### src/tmc_pkg.sv
// ----------------------------------------------------------------------------
// tmc_pkg: shared types and constants for the thruster mixer
// Beat layouts, mode and register codes, sum width and the sign- and zero-extend helpers.
// ----------------------------------------------------------------------------
package tmc_pkg;

	localparam int NUM_MOTORS = 8;
	localparam int PULSE_W    = 16;
	localparam int CMD_W      = 16;
	// four signed 16-bit terms plus one unsigned 16-bit term fit in 19 bits
	localparam int SUM_W      = 19;
	localparam int CFG_IDX_W  = 2;

	localparam logic [1:0] KIND_MANUAL     = 2'd0;
	localparam logic [1:0] KIND_STABILIZED = 2'd1;
	localparam logic [1:0] KIND_FAILSAFE   = 2'd2;
	localparam logic [1:0] KIND_HOLD       = 2'd3;

	localparam logic [CFG_IDX_W-1:0] CFG_NEUTRAL = 2'd0;
	localparam logic [CFG_IDX_W-1:0] CFG_UPPER   = 2'd1;
	localparam logic [CFG_IDX_W-1:0] CFG_LOWER   = 2'd2;

	localparam logic [PULSE_W-1:0] NEUTRAL_RST = 16'd1500;
	localparam logic [PULSE_W-1:0] UPPER_RST   = 16'd2000;
	localparam logic [PULSE_W-1:0] LOWER_RST   = 16'd1000;

	typedef struct packed {
		logic [1:0]              kind;
		logic signed [CMD_W-1:0] surge;
		logic signed [CMD_W-1:0] sway;
		logic signed [CMD_W-1:0] heave;
		logic signed [CMD_W-1:0] stick_yaw;
		logic signed [CMD_W-1:0] roll_correction;
		logic signed [CMD_W-1:0] pitch_correction;
		logic signed [CMD_W-1:0] yaw_correction;
	} cmd_t;

	typedef struct packed {
		logic [PULSE_W-1:0] motor_1;
		logic [PULSE_W-1:0] motor_2;
		logic [PULSE_W-1:0] motor_3;
		logic [PULSE_W-1:0] motor_4;
		logic [PULSE_W-1:0] motor_5;
		logic [PULSE_W-1:0] motor_6;
		logic [PULSE_W-1:0] motor_7;
		logic [PULSE_W-1:0] motor_8;
	} mot_t;

	typedef logic [NUM_MOTORS-1:0][PULSE_W-1:0] motor_vec_t;
	typedef logic signed [SUM_W-1:0]            sum_t;

	typedef struct packed {
		logic [PULSE_W-1:0] neutral;
		logic [PULSE_W-1:0] upper;
		logic [PULSE_W-1:0] lower;
	} limits_t;

	function automatic sum_t sx(input logic signed [CMD_W-1:0] v);
		sx = {{(SUM_W-CMD_W){v[CMD_W-1]}}, v};
	endfunction

	function automatic sum_t ux(input logic [PULSE_W-1:0] v);
		ux = {{(SUM_W-PULSE_W){1'b0}}, v};
	endfunction

endpackage

### src/tmc_if.sv
// ----------------------------------------------------------------------------
// tmc_if: valid/ready channels of the thruster mixer
// Command channel in, motor channel out; one beat per valid & ready edge.
// ----------------------------------------------------------------------------
interface tmc_cmd_if;
	logic         valid;
	logic         ready;
	tmc_pkg::cmd_t data;

	modport source (output valid, output data, input ready);
	modport sink   (input valid, input data, output ready);
endinterface

interface tmc_mot_if;
	logic         valid;
	logic         ready;
	tmc_pkg::mot_t data;

	modport source (output valid, output data, input ready);
	modport sink   (input valid, input data, output ready);
endinterface

### src/tmc_clamp.sv
// ----------------------------------------------------------------------------
// tmc_clamp: limit one motor sum to the pulse window
// Upper test first, then lower, so upper wins if the limits cross and the sum exceeds upper.
// ----------------------------------------------------------------------------
module tmc_clamp (
	input  tmc_pkg::sum_t                 sum,
	input  logic [tmc_pkg::PULSE_W-1:0]   upper,
	input  logic [tmc_pkg::PULSE_W-1:0]   lower,
	output logic [tmc_pkg::PULSE_W-1:0]   pulse
);

	always_comb begin
		if (sum > tmc_pkg::ux(upper)) begin
			pulse = upper;
		end else if (sum < tmc_pkg::ux(lower)) begin
			pulse = lower;
		end else begin
			pulse = sum[tmc_pkg::PULSE_W-1:0];
		end
	end

endmodule

### src/tmc_mix.sv
// ----------------------------------------------------------------------------
// tmc_mix: motor mixing sums and clamps
// Eight signed sums plus neutral, each clamped to the limit window.
// ----------------------------------------------------------------------------
module tmc_mix (
	input  tmc_pkg::cmd_t      cmd,
	input  tmc_pkg::limits_t   lim,
	output tmc_pkg::motor_vec_t pulses
);

	tmc_pkg::sum_t x, y, z, yaw, cr, cp, cy, n;
	tmc_pkg::sum_t sums [tmc_pkg::NUM_MOTORS];
	logic          stab;

	assign stab = (cmd.kind == tmc_pkg::KIND_STABILIZED);

	assign x   = tmc_pkg::sx(cmd.surge);
	assign y   = tmc_pkg::sx(cmd.sway);
	assign z   = tmc_pkg::sx(cmd.heave);
	assign yaw = tmc_pkg::sx(cmd.stick_yaw);
	// corrections only count in stabilized mode
	assign cr  = stab ? tmc_pkg::sx(cmd.roll_correction)  : '0;
	assign cp  = stab ? tmc_pkg::sx(cmd.pitch_correction) : '0;
	assign cy  = stab ? tmc_pkg::sx(cmd.yaw_correction)   : '0;
	assign n   = tmc_pkg::ux(lim.neutral);

	always_comb begin
		sums[0] =  z + cr - cp + n;
		sums[1] =  z + cr + cp + n;
		sums[2] =  z - cr + cp + n;
		sums[3] =  z - cr - cp + n;
		sums[4] = -x - y - yaw + cy + n;
		sums[5] =  x - y + yaw - cy + n;
		sums[6] =  x + y - yaw + cy + n;
		sums[7] = -x + y + yaw - cy + n;
	end

	for (genvar i = 0; i < tmc_pkg::NUM_MOTORS; i++) begin : g_clamp
		tmc_clamp u_clamp (
			.sum   (sums[i]),
			.upper (lim.upper),
			.lower (lim.lower),
			.pulse (pulses[i])
		);
	end

endmodule

### src/thruster_mixer_clamp.sv
// ----------------------------------------------------------------------------
// thruster_mixer_clamp: eight-thruster mixer with limits and hold store
// Mixes stick and attitude commands into eight clamped motor pulse values.
// ----------------------------------------------------------------------------
//
//  channel | dir | handshake     | beat
//  --------+-----+---------------+-------------------------------------------
//  cmd     | in  | valid/ready   | kind, four stick and three correction words
//  motors  | out | valid/ready   | motor_1 .. motor_8 pulse values
//  cfg     | in  | cfg_we only   | cfg_index selects register, cfg_data value
//
//  Two register stages: the command register (_s1) and the motor register
//  (_s2), with the mix and clamp logic between them. A motor beat is valid
//  once its command has moved from _s1 into _s2, which a motors stall can
//  hold up; one beat per cycle sustained while motors stays ready.
//  Both stages advance together, so a stall on motors backs up into cmd
//  only once both registers are full.
//  Reset clears stage valids, restores register defaults and zeroes the
//  hold store. No clearing pass.
//
module thruster_mixer_clamp (
	input  logic                             clk,
	input  logic                             arst_n,
	tmc_cmd_if.sink                          cmd,
	tmc_mot_if.source                        motors,
	input  logic                             cfg_we,
	input  logic [tmc_pkg::CFG_IDX_W-1:0]    cfg_index,
	input  logic [tmc_pkg::PULSE_W-1:0]      cfg_data
);

	// configuration registers
	tmc_pkg::limits_t lim_q;

	// stage 1: captured command
	logic          v_s1;
	tmc_pkg::cmd_t cmd_s1;

	// stage 2: motor beat waiting on the output
	logic          v_s2;
	tmc_pkg::mot_t mot_s2;

	// last clamped motor values, returned by hold
	tmc_pkg::motor_vec_t held_q;

	tmc_pkg::motor_vec_t clamped;
	tmc_pkg::motor_vec_t result;
	logic                adv2, adv1, move, compute;

	// stage 2 frees up when empty or drained this cycle
	assign adv2    = !v_s2 || motors.ready;
	assign adv1    = !v_s1 || adv2;
	assign move    = v_s1 && adv2;
	assign compute = (cmd_s1.kind == tmc_pkg::KIND_MANUAL) ||
	                 (cmd_s1.kind == tmc_pkg::KIND_STABILIZED);

	assign cmd.ready    = adv1;
	assign motors.valid = v_s2;
	assign motors.data  = mot_s2;

	always_ff @(posedge clk or negedge arst_n) begin
		if (!arst_n) begin
			lim_q.neutral <= tmc_pkg::NEUTRAL_RST;
			lim_q.upper   <= tmc_pkg::UPPER_RST;
			lim_q.lower   <= tmc_pkg::LOWER_RST;
		end else if (cfg_we) begin
			case (cfg_index)
				tmc_pkg::CFG_NEUTRAL: lim_q.neutral <= cfg_data;
				tmc_pkg::CFG_UPPER:   lim_q.upper   <= cfg_data;
				tmc_pkg::CFG_LOWER:   lim_q.lower   <= cfg_data;
				default: ;  // unmapped index, dropped
			endcase
		end
	end

	tmc_mix u_mix (
		.cmd    (cmd_s1),
		.lim    (lim_q),
		.pulses (clamped)
	);

	// failsafe bypasses the clamp, hold replays the store
	always_comb begin
		case (cmd_s1.kind)
			tmc_pkg::KIND_FAILSAFE: result = {tmc_pkg::NUM_MOTORS{lim_q.neutral}};
			tmc_pkg::KIND_HOLD:     result = held_q;
			default:                result = clamped;
		endcase
	end

	always_ff @(posedge clk or negedge arst_n) begin
		if (!arst_n) begin
			v_s1 <= 1'b0;
			v_s2 <= 1'b0;
		end else begin
			if (adv1) v_s1 <= cmd.valid;
			if (adv2) v_s2 <= v_s1;
		end
	end

	always_ff @(posedge clk) begin
		if (adv1 && cmd.valid) cmd_s1 <= cmd.data;
		if (move) begin
			mot_s2.motor_1 <= result[0];
			mot_s2.motor_2 <= result[1];
			mot_s2.motor_3 <= result[2];
			mot_s2.motor_4 <= result[3];
			mot_s2.motor_5 <= result[4];
			mot_s2.motor_6 <= result[5];
			mot_s2.motor_7 <= result[6];
			mot_s2.motor_8 <= result[7];
		end
	end

	// store updates only on computed beats, in beat order
	always_ff @(posedge clk or negedge arst_n) begin
		if (!arst_n) begin
			held_q <= '0;
		end else if (move && compute) begin
			held_q <= clamped;
		end
	end

`ifndef SYNTH
	// failsafe beat comes out as neutral, checked on motor_1 and motor_8
	a_failsafe_neutral: assert property (@(posedge clk) disable iff (!arst_n)
		move && cmd_s1.kind == tmc_pkg::KIND_FAILSAFE |=>
		mot_s2.motor_1 == lim_q.neutral && mot_s2.motor_8 == lim_q.neutral)
		else $error("failsafe beat not neutral");

	// failsafe and hold leave the store untouched
	a_store_kept: assert property (@(posedge clk) disable iff (!arst_n)
		move && !compute |=> $stable(held_q))
		else $error("hold store changed on non-computing beat");

	// a computed beat and the store agree, checked on motor_1 and motor_8
	a_store_matches: assert property (@(posedge clk) disable iff (!arst_n)
		move && compute |=>
		held_q[0] == mot_s2.motor_1 && held_q[7] == mot_s2.motor_8)
		else $error("hold store differs from computed beat");

	// both stages full and output stalled: no new command taken
	a_backpressure: assert property (@(posedge clk) disable iff (!arst_n)
		v_s1 && v_s2 && !motors.ready |-> !cmd.ready)
		else $error("command accepted into full pipeline");
`endif

endmodule

### src/flat_wrapper.sv
// flat-port wrapper written by rule: the top's interface ports become plain ports
module thruster_mixer_clamp_flat 
  (clk, arst_n, cfg_we, cfg_index, cfg_data, cmd_valid, cmd_data, cmd_ready, motors_valid, motors_data, motors_ready);
  tmc_cmd_if cmd_i ();
  tmc_mot_if motors_i ();
  input  logic clk;
  input  logic arst_n;
  input  logic cfg_we;
  input  logic [tmc_pkg::CFG_IDX_W-1:0] cfg_index;
  input  logic [tmc_pkg::PULSE_W-1:0] cfg_data;
  input wire logic [$bits(cmd_i.valid)-1:0] cmd_valid;
  input wire logic [$bits(cmd_i.data)-1:0] cmd_data;
  output wire logic [$bits(cmd_i.ready)-1:0] cmd_ready;
  output wire logic [$bits(motors_i.valid)-1:0] motors_valid;
  output wire logic [$bits(motors_i.data)-1:0] motors_data;
  input wire logic [$bits(motors_i.ready)-1:0] motors_ready;
  assign cmd_i.valid = cmd_valid;
  assign cmd_i.data = cmd_data;
  assign cmd_ready = cmd_i.ready;
  assign motors_valid = motors_i.valid;
  assign motors_data = motors_i.data;
  assign motors_i.ready = motors_ready;
  thruster_mixer_clamp u_core (.clk(clk), .arst_n(arst_n), .cmd(cmd_i), .motors(motors_i), .cfg_we(cfg_we), .cfg_index(cfg_index), .cfg_data(cfg_data));
endmodule
### config.mk
export PLATFORM = sky130hd
export DESIGN_NAME = thruster_mixer_clamp_flat
export DESIGN_NICKNAME = d
export VERILOG_FILES = /design/src/tmc_pkg.sv /design/src/tmc_if.sv /design/src/tmc_clamp.sv /design/src/tmc_mix.sv /design/src/thruster_mixer_clamp.sv /design/src/flat_wrapper.sv
export SDC_FILE = /design/constraint.sdc
export NUM_CORES = 2
export LEC_CHECK = 0
export BUFFER_PORTS_ARGS = -buffer_cell sky130_fd_sc_hd__buf_2
export CELL_PAD_IN_SITES_DETAIL_PLACEMENT = 0
export CELL_PAD_IN_SITES_GLOBAL_PLACEMENT = 1
export CORE_ASPECT_RATIO = 0.7
export CORE_MARGIN = 3
export CORE_UTILIZATION = 49
export DETAILED_ROUTE_END_ITERATION = 8
export GPL_TIMING_DRIVEN = 1
export PLACE_DENSITY_LB_ADDON = 0.05
export SETUP_SLACK_MARGIN = 0.2
export SYNTH_ARGS = -nofsm -noshare
export SYNTH_HDL_FRONTEND = slang
export SYNTH_SLANG_ARGS = --single-unit
### constraint.sdc
create_clock -name clk -period 7.9 [get_ports clk]
set_input_delay 1.58 -clock clk [delete_from_list [all_inputs] [get_ports clk]]
set_output_delay 1.58 -clock clk [all_outputs]
set_load 0.05 [all_outputs]
Word-level counts from Yosys, hierarchy flattened
Index checks and enable logic that the tools add are counted.
{"block": "classes", "n_addsub": 27, "order_cmp": 16, "n_eq_ne": 5, "muxes": 20, "n_reduce_logical": 13}
{"cell": "16-bit 2-to-1 mux", "n": 16}
{"cell": "128-bit case mux with 2 select lines", "n": 1}
{"cell": "19-bit by 17-bit adder with 19-bit output", "n": 8}
{"cell": "19-bit by 17-bit greater-than comparator with 1-bit output", "n": 8}
{"cell": "19-bit by 17-bit less-than comparator with 1-bit output", "n": 8}
{"cell": "19-bit adder", "n": 3}
{"cell": "19-bit 2-to-1 mux", "n": 3}
{"cell": "19-bit subtractor", "n": 3}
{"cell": "19-bit by 16-bit adder with 19-bit output", "n": 2}
{"cell": "19-bit by 16-bit subtractor with 19-bit output", "n": 2}
{"cell": "16-bit by 19-bit adder with 19-bit output", "n": 1}
{"cell": "18-bit by 19-bit adder with 19-bit output", "n": 1}
{"cell": "16-bit negator with 19-bit output", "n": 1}
{"cell": "16-bit by 19-bit subtractor with 19-bit output", "n": 1}
{"cell": "18-bit by 19-bit subtractor with 19-bit output", "n": 1}
{"cell": "17-bit by 16-bit adder with 18-bit output", "n": 1}
{"cell": "17-bit by 16-bit subtractor with 18-bit output", "n": 1}
{"cell": "16-bit by 16-bit adder with 17-bit output", "n": 1}
{"cell": "16-bit by 16-bit subtractor with 17-bit output", "n": 1}
{"cell": "2-bit equality test, second input constant", "n": 3}
{"cell": "2-bit AND reduction", "n": 3}
{"cell": "2-bit by 1-bit equality test with 1-bit output, second input constant", "n": 2}
{"cell": "2-bit logical NOT", "n": 2}
{"cell": "1-bit logical AND", "n": 3}
{"cell": "2 further kinds", "n": 5}
{"block": "totals", "ff_bits": 420, "in_bits": 137}

Longest topological paths before layout
{"block": "depth", "depth_word": 9, "depth_mapped": 38}

Cells and area by module
A second synthesis with hierarchy kept.
{"block": "hier_totals", "cells_unflattened": 4286, "area_unflattened_um2": 42399.4}
{"mod": "thruster_mixer_clamp", "instances": 1, "cells_per_inst": 1084, "area_each_um2": 16647.2, "seq_area_each_um2": 11745.0}
{"mod": "tmc_mix", "instances": 1, "cells_per_inst": 1810, "area_each_um2": 15082.0, "seq_area_each_um2": 0.0}
{"mod": "tmc_clamp", "instances": 8, "cells_per_inst": 174, "area_each_um2": 1333.8, "seq_area_each_um2": 0.0}

Worst setup path before layout
No wires, ideal clock.
{"block": "synth_path", "kind": "reg2reg", "startpoint": "register u_core.cmd_s1[113] (netlist bit)", "endpoint": "register u_core.mot_s2 (netlist bit u_core.motors.data[79]) (data pin)", "setup_time_ns": 0.270, "arrival_time_ns": 7.078, "t_required_ns": 7.630, "path_slack_ns": 0.552, "stages_incl_launch_ff": 36, "path_cell_list": "edfxtp_1 clkbuf_1 nor2b_1 clkbuf_1 clkbuf_1 clkbuf_1 nand2_1 ha_1 o21ai_0 a21oi_1 o21ai_0 a21boi_0 o21ai_0 a21oi_1 nor2_1 xnor2_1 fa_1 ha_1 and2_1 a221oi_1 a21oi_1 o21ai_0 nand2b_1 xor2_1 ha_1 a21oi_1 nor2b_1 o21ai_0 nand2_1 a21o_1 a2111oi_0 a21bo_2 nand4_2 mux2_2 a21oi_1 o22ai_1"}
{"element": "start, declared", "line": "thruster_mixer_clamp.sv:36", "rtl": "tmc_pkg::cmd_t cmd_s1;"}
{"element": "start signal, assigned", "line": "thruster_mixer_clamp.sv:101", "rtl": "if (adv1 && cmd.valid) cmd_s1 <= cmd.data;"}
{"element": "end, declared", "line": "thruster_mixer_clamp.sv:40", "rtl": "tmc_pkg::mot_t mot_s2;"}

==> results by stage <==
Global route:
- The aggregate global-route resource usage is roughly 34%.
- The number of antenna violations at the first check in global routing is 15.
- The met3 track demand over resource in global routing is 6.51%.
- The via count of the first global-routing pass is 32833.
- For this run, global-route usage on met1 was measured as a little under half.
- The global-route congestion overflow total is 0.
- For met2 alone, demand over resource in global routing was 52.2%.
- The layer with the highest usage is met2.
- The global-route wire length before repair is 215000 um.
- The largest net degree at the start of global routing is about 150.

Job:
- The max-capacitance violation count is 0.

Synth:
- For this run, the number of Yosys warnings is 0.
- The most instantiated flip-flop cell in the synthesis netlist is edfxtp_1.
- Synthesis produced 4149 cells.
- The number of enable-type register cells in the synthesized netlist is 242.
- The synthesis-stage register bit count is 420.
- The mean instance size in the synthesized netlist is 9.64 um2.
- The cell area that synthesis handed to floorplanning was 40000 um2.
- Summed over all instances, the cell type with the most area after synthesis is edfxtp_1.
- The share of the Yosys chip area taken by registers is 29.4%.
- Of the post-synthesis cell area, the dominant cell type holds 18.2%.
- Yosys mapped the design onto 89 distinct sky130hd cell types.
- The number of nets in the synthesized netlist is 4988.
- After synthesis, the cell types taking the most area are edfxtp_1 (18%), ha_1 (14%), fa_1 (12%), dfrtp_1 (9.9%), inv_1 (5.2%).
- For this run, asynchronously set or reset flops after synthesis account for a little over two fifths.

Cells and area:
- The area growth from synthesis to layout is 11.8%.
- The share of post-route cells with drive strength above 1 is 14.4%.
- In the layout the commonest cells are inv_1 (549), ha_1 (454), a21oi_1 (300).
- The number of filler cells placed in the layout is 7467.
- At the end of the flow, the number of nets in the layout was 5241.
- The leading cell type in the layout, fill and taps excluded is inv_1.

Routing:
- The detailed-route wire length is 145000 um.
- The detailed router placed 33667 vias in this run.
- For this run, design rule violations remaining after detail routing come to 0.
- In this run, the number of DRC markers left after iteration 0 of detailed routing was 3675.
- After detailed routing, the number of vias per cell comes to ~6.
- Dividing the detail-routed wire length by the instance count gives 26.2 um.
- The antenna violation net count after detailed routing is 0.
- The number of detailed-route iterations in the first pass is 6.

STA:
- The final count of hold timing violations was 0.
- After layout, the minimum clock period comes to 7400 ps.
- The worst pin sits at a relative slew slack of a little under an eighth.
- The pin slew with the least headroom to its limit is 1320 ps.
- Setup repair after global routing could not meet its margin everywhere.
- The number of pins with negative max-slew slack in the final report came to 0.
- Based on the critical path, the design can be clocked at up to 0.135 GHz.
- The worst path uses 93.7% of the clock period.
- The total negative slack is 0 ps.
- Setup violations remaining at the end of the flow were counted as 0.
- The worst clock skew is about 40 ps.

Placement:
- The number of port buffers is around 270.
- The half-perimeter wire length after detailed placement is ~110000 um.
- The final weighted congestion of routability-driven global placement is slightly above 1.

Floorplanning:
- The initial utilization of the core area, before any placement, comes to 49.5%.
- The number of top-level pins is ~270.
- The area inside the core boundary is 80800 um2.
- The placement row count is slightly below 90.
- In this run the horizontal extent of the chip is 348 um.
- In this run the vertical extent of the chip is 245 um.
- The die footprint is 85200 um2.

Clock network:
- After clock tree synthesis, the clock-pin slew on the worst setup and hold paths is 60 ps.
- In this run the number of H-tree levels came out at 2.
- The maximum count of clock buffers along a single path is 3.
- After clock tree synthesis, the flow added hold-fix buffers numbering 0.
- Clock latency on the worst-skew pair, taken at its later pin, is 650 ps.
- The clock net sink count is 420.
- The clock tree from TritonCTS is done.
- The cell sitting at the root of the clock tree is a clkbuf_16.
- Clock tree synthesis inserted a total of 46 buffers.

Status:
- The run finished with clean final reports.

Setup path:
- The nature of the critical path endpoint is a register.
- The slowest stage of the critical path is the fa_1 cell.
- For the worst setup path, the data required time is 8250 ps.
- By startpoint and endpoint, the worst setup path is classified as register to register.
- On the worst path, the slowest cell contributes a delay of ~480 ps.
- STA classifies the critical path startpoint as a register.
- The arrival time of the worst setup path is 7750 ps.
- Along the worst path, the maximum fanout reaches 17.

Min path:
- The classification of the worst-slack hold path is register to register.
-- synthesized netlist by cell type, types with 10 or more instances --
master,number
a211oi_1,32
a21boi_0,10
a21o_1,83
a21oi_1,307
a221o_1,16
a221oi_1,57
a22oi_1,25
a31oi_1,17
and2_1,30
and3_1,19
buf_2,19
clkbuf_1,133
dfrtp_1,159
dfstp_2,19
edfxtp_1,242
fa_1,247
ha_1,455
inv_1,551
mux2_2,57
mux2_4,10
mux2i_1,108
nand2_1,299
nand2b_1,48
nand3_1,63
nand4_1,25
nor2_1,177
nor2b_1,45
nor3_1,62
nor4_1,19
o211ai_1,24
o21a_1,45
o21ai_0,207
o21ai_1,14
o21bai_1,29
o221ai_1,62
o22ai_1,21
o2bb2ai_1,12
o31a_1,10
o31ai_1,49
or2_2,20
or3_1,12
xnor2_1,114
xor2_1,45
-- through the flow --
| step | utilization, % | instances | setup WS, ps | instance area [um2] | hold WS (ps) |
|---|---|---|---|---|---|
| 6_report | 55.4 | 5510 | 496 | 44700 | 470 |
| 4_1_cts | 54.9 | 5494 | 204 | 44400 | 474 |
| 2_1_floorplan | - | 4149 | 552 | 40000 | 441 |
| 5_1_grt | 55.4 | 5508 | 162 | 44700 | 495 |
| 3_3_place_gp | 53.0 | 5409 | 66.9 | 42800 | 454 |
| 3_5_place_dp | 53.0 | 5409 | 6.71 | 42800 | 459 |
-- worst max-delay path, delay by kind of cell, from the launching register on --
kind	cells	cell delay (ps)
AOI/OAI and AO/OA	9	1810
xor gates and xnor gates	2	550
adders and majority gates	6	2310
buffers and inverters	4	500
DFF	1	430
muxes	3	760
and+or+nand+nor	6	760
-- state kept, by name (all words and copies together), names as in the netlist --
name	cells
u_core.lim_q	48
u_core.held_q	128
u_core.cmd_s1	114
u_core.motors.data	128
u_core.motors.valid	1
u_core.v_s1	1
-- cell families (layout without fill, tap and decap cells) --
logic type | Yosys count | count (layout) | share of synthesized area, %
flops | 420 | 420 | 29.4
other cells | 0 | 4 | 0
simple gates | 854 | 854 | 10.2
xor+xnor | 162 | 162 | 3.65
mux | 175 | 175 | 4.68
compound gates | 1116 | 1116 | 18.6
fa+ha+maj | 702 | 702 | 26.6
buf+inv | 720 | 1009 | 6.94
-- final cells by class --
cell class,instances,area (um2),area share (%)
clock inverters,17,193,0.431
repair buffers,374,2210,4.93
diodes,4,10.0,0.0224
clock buffers,67,1330,2.98
multi-input cells,3009,25900,57.8
well taps,1068,1340,2.99
inverters,551,2070,4.63
flip-flops and latches,420,11700,26.2
-- routing by layer --
layer / part of all wire [%] / routed length, um
met5: 0.018 / 26
met4: 3.6 / 5200
met3: 9.2 / 13300
met2: 44 / 63400
met1: 43 / 62600
-- what timing repair did --
item                                    4_1_cts  5_1_grt
setup buffers                                 1       12
pin swaps                                     1        3
resized for setup                            13       59
endpoints found under the setup margin       56      249
cloned                                        0        0
-- worst paths after layout --
| path | cells after the start | start | endpoint | slack [ps] |
|---|---|---|---|---|
| max | 30 | u_core.cmd_s1[113] | u_core.motors.data[14] | 500 |
| min | 2 | u_core.held_q[97] | u_core.held_q[97] | 470 |
| max reg2reg | 30 | u_core.cmd_s1[113] | u_core.motors.data[14] | 500 |
| min reg2reg | 2 | u_core.held_q[97] | u_core.held_q[97] | 470 |
| max in group asynchronous | 2 | arst_n | u_core.lim_q[29] | 5790 |
| min in group asynchronous | 1 | arst_n | u_core.held_q[110] | 840 |
Power is left out: the tool's default activity adds up to more than one toggle a clock period on the data nets, which glitch-free logic cannot reach.
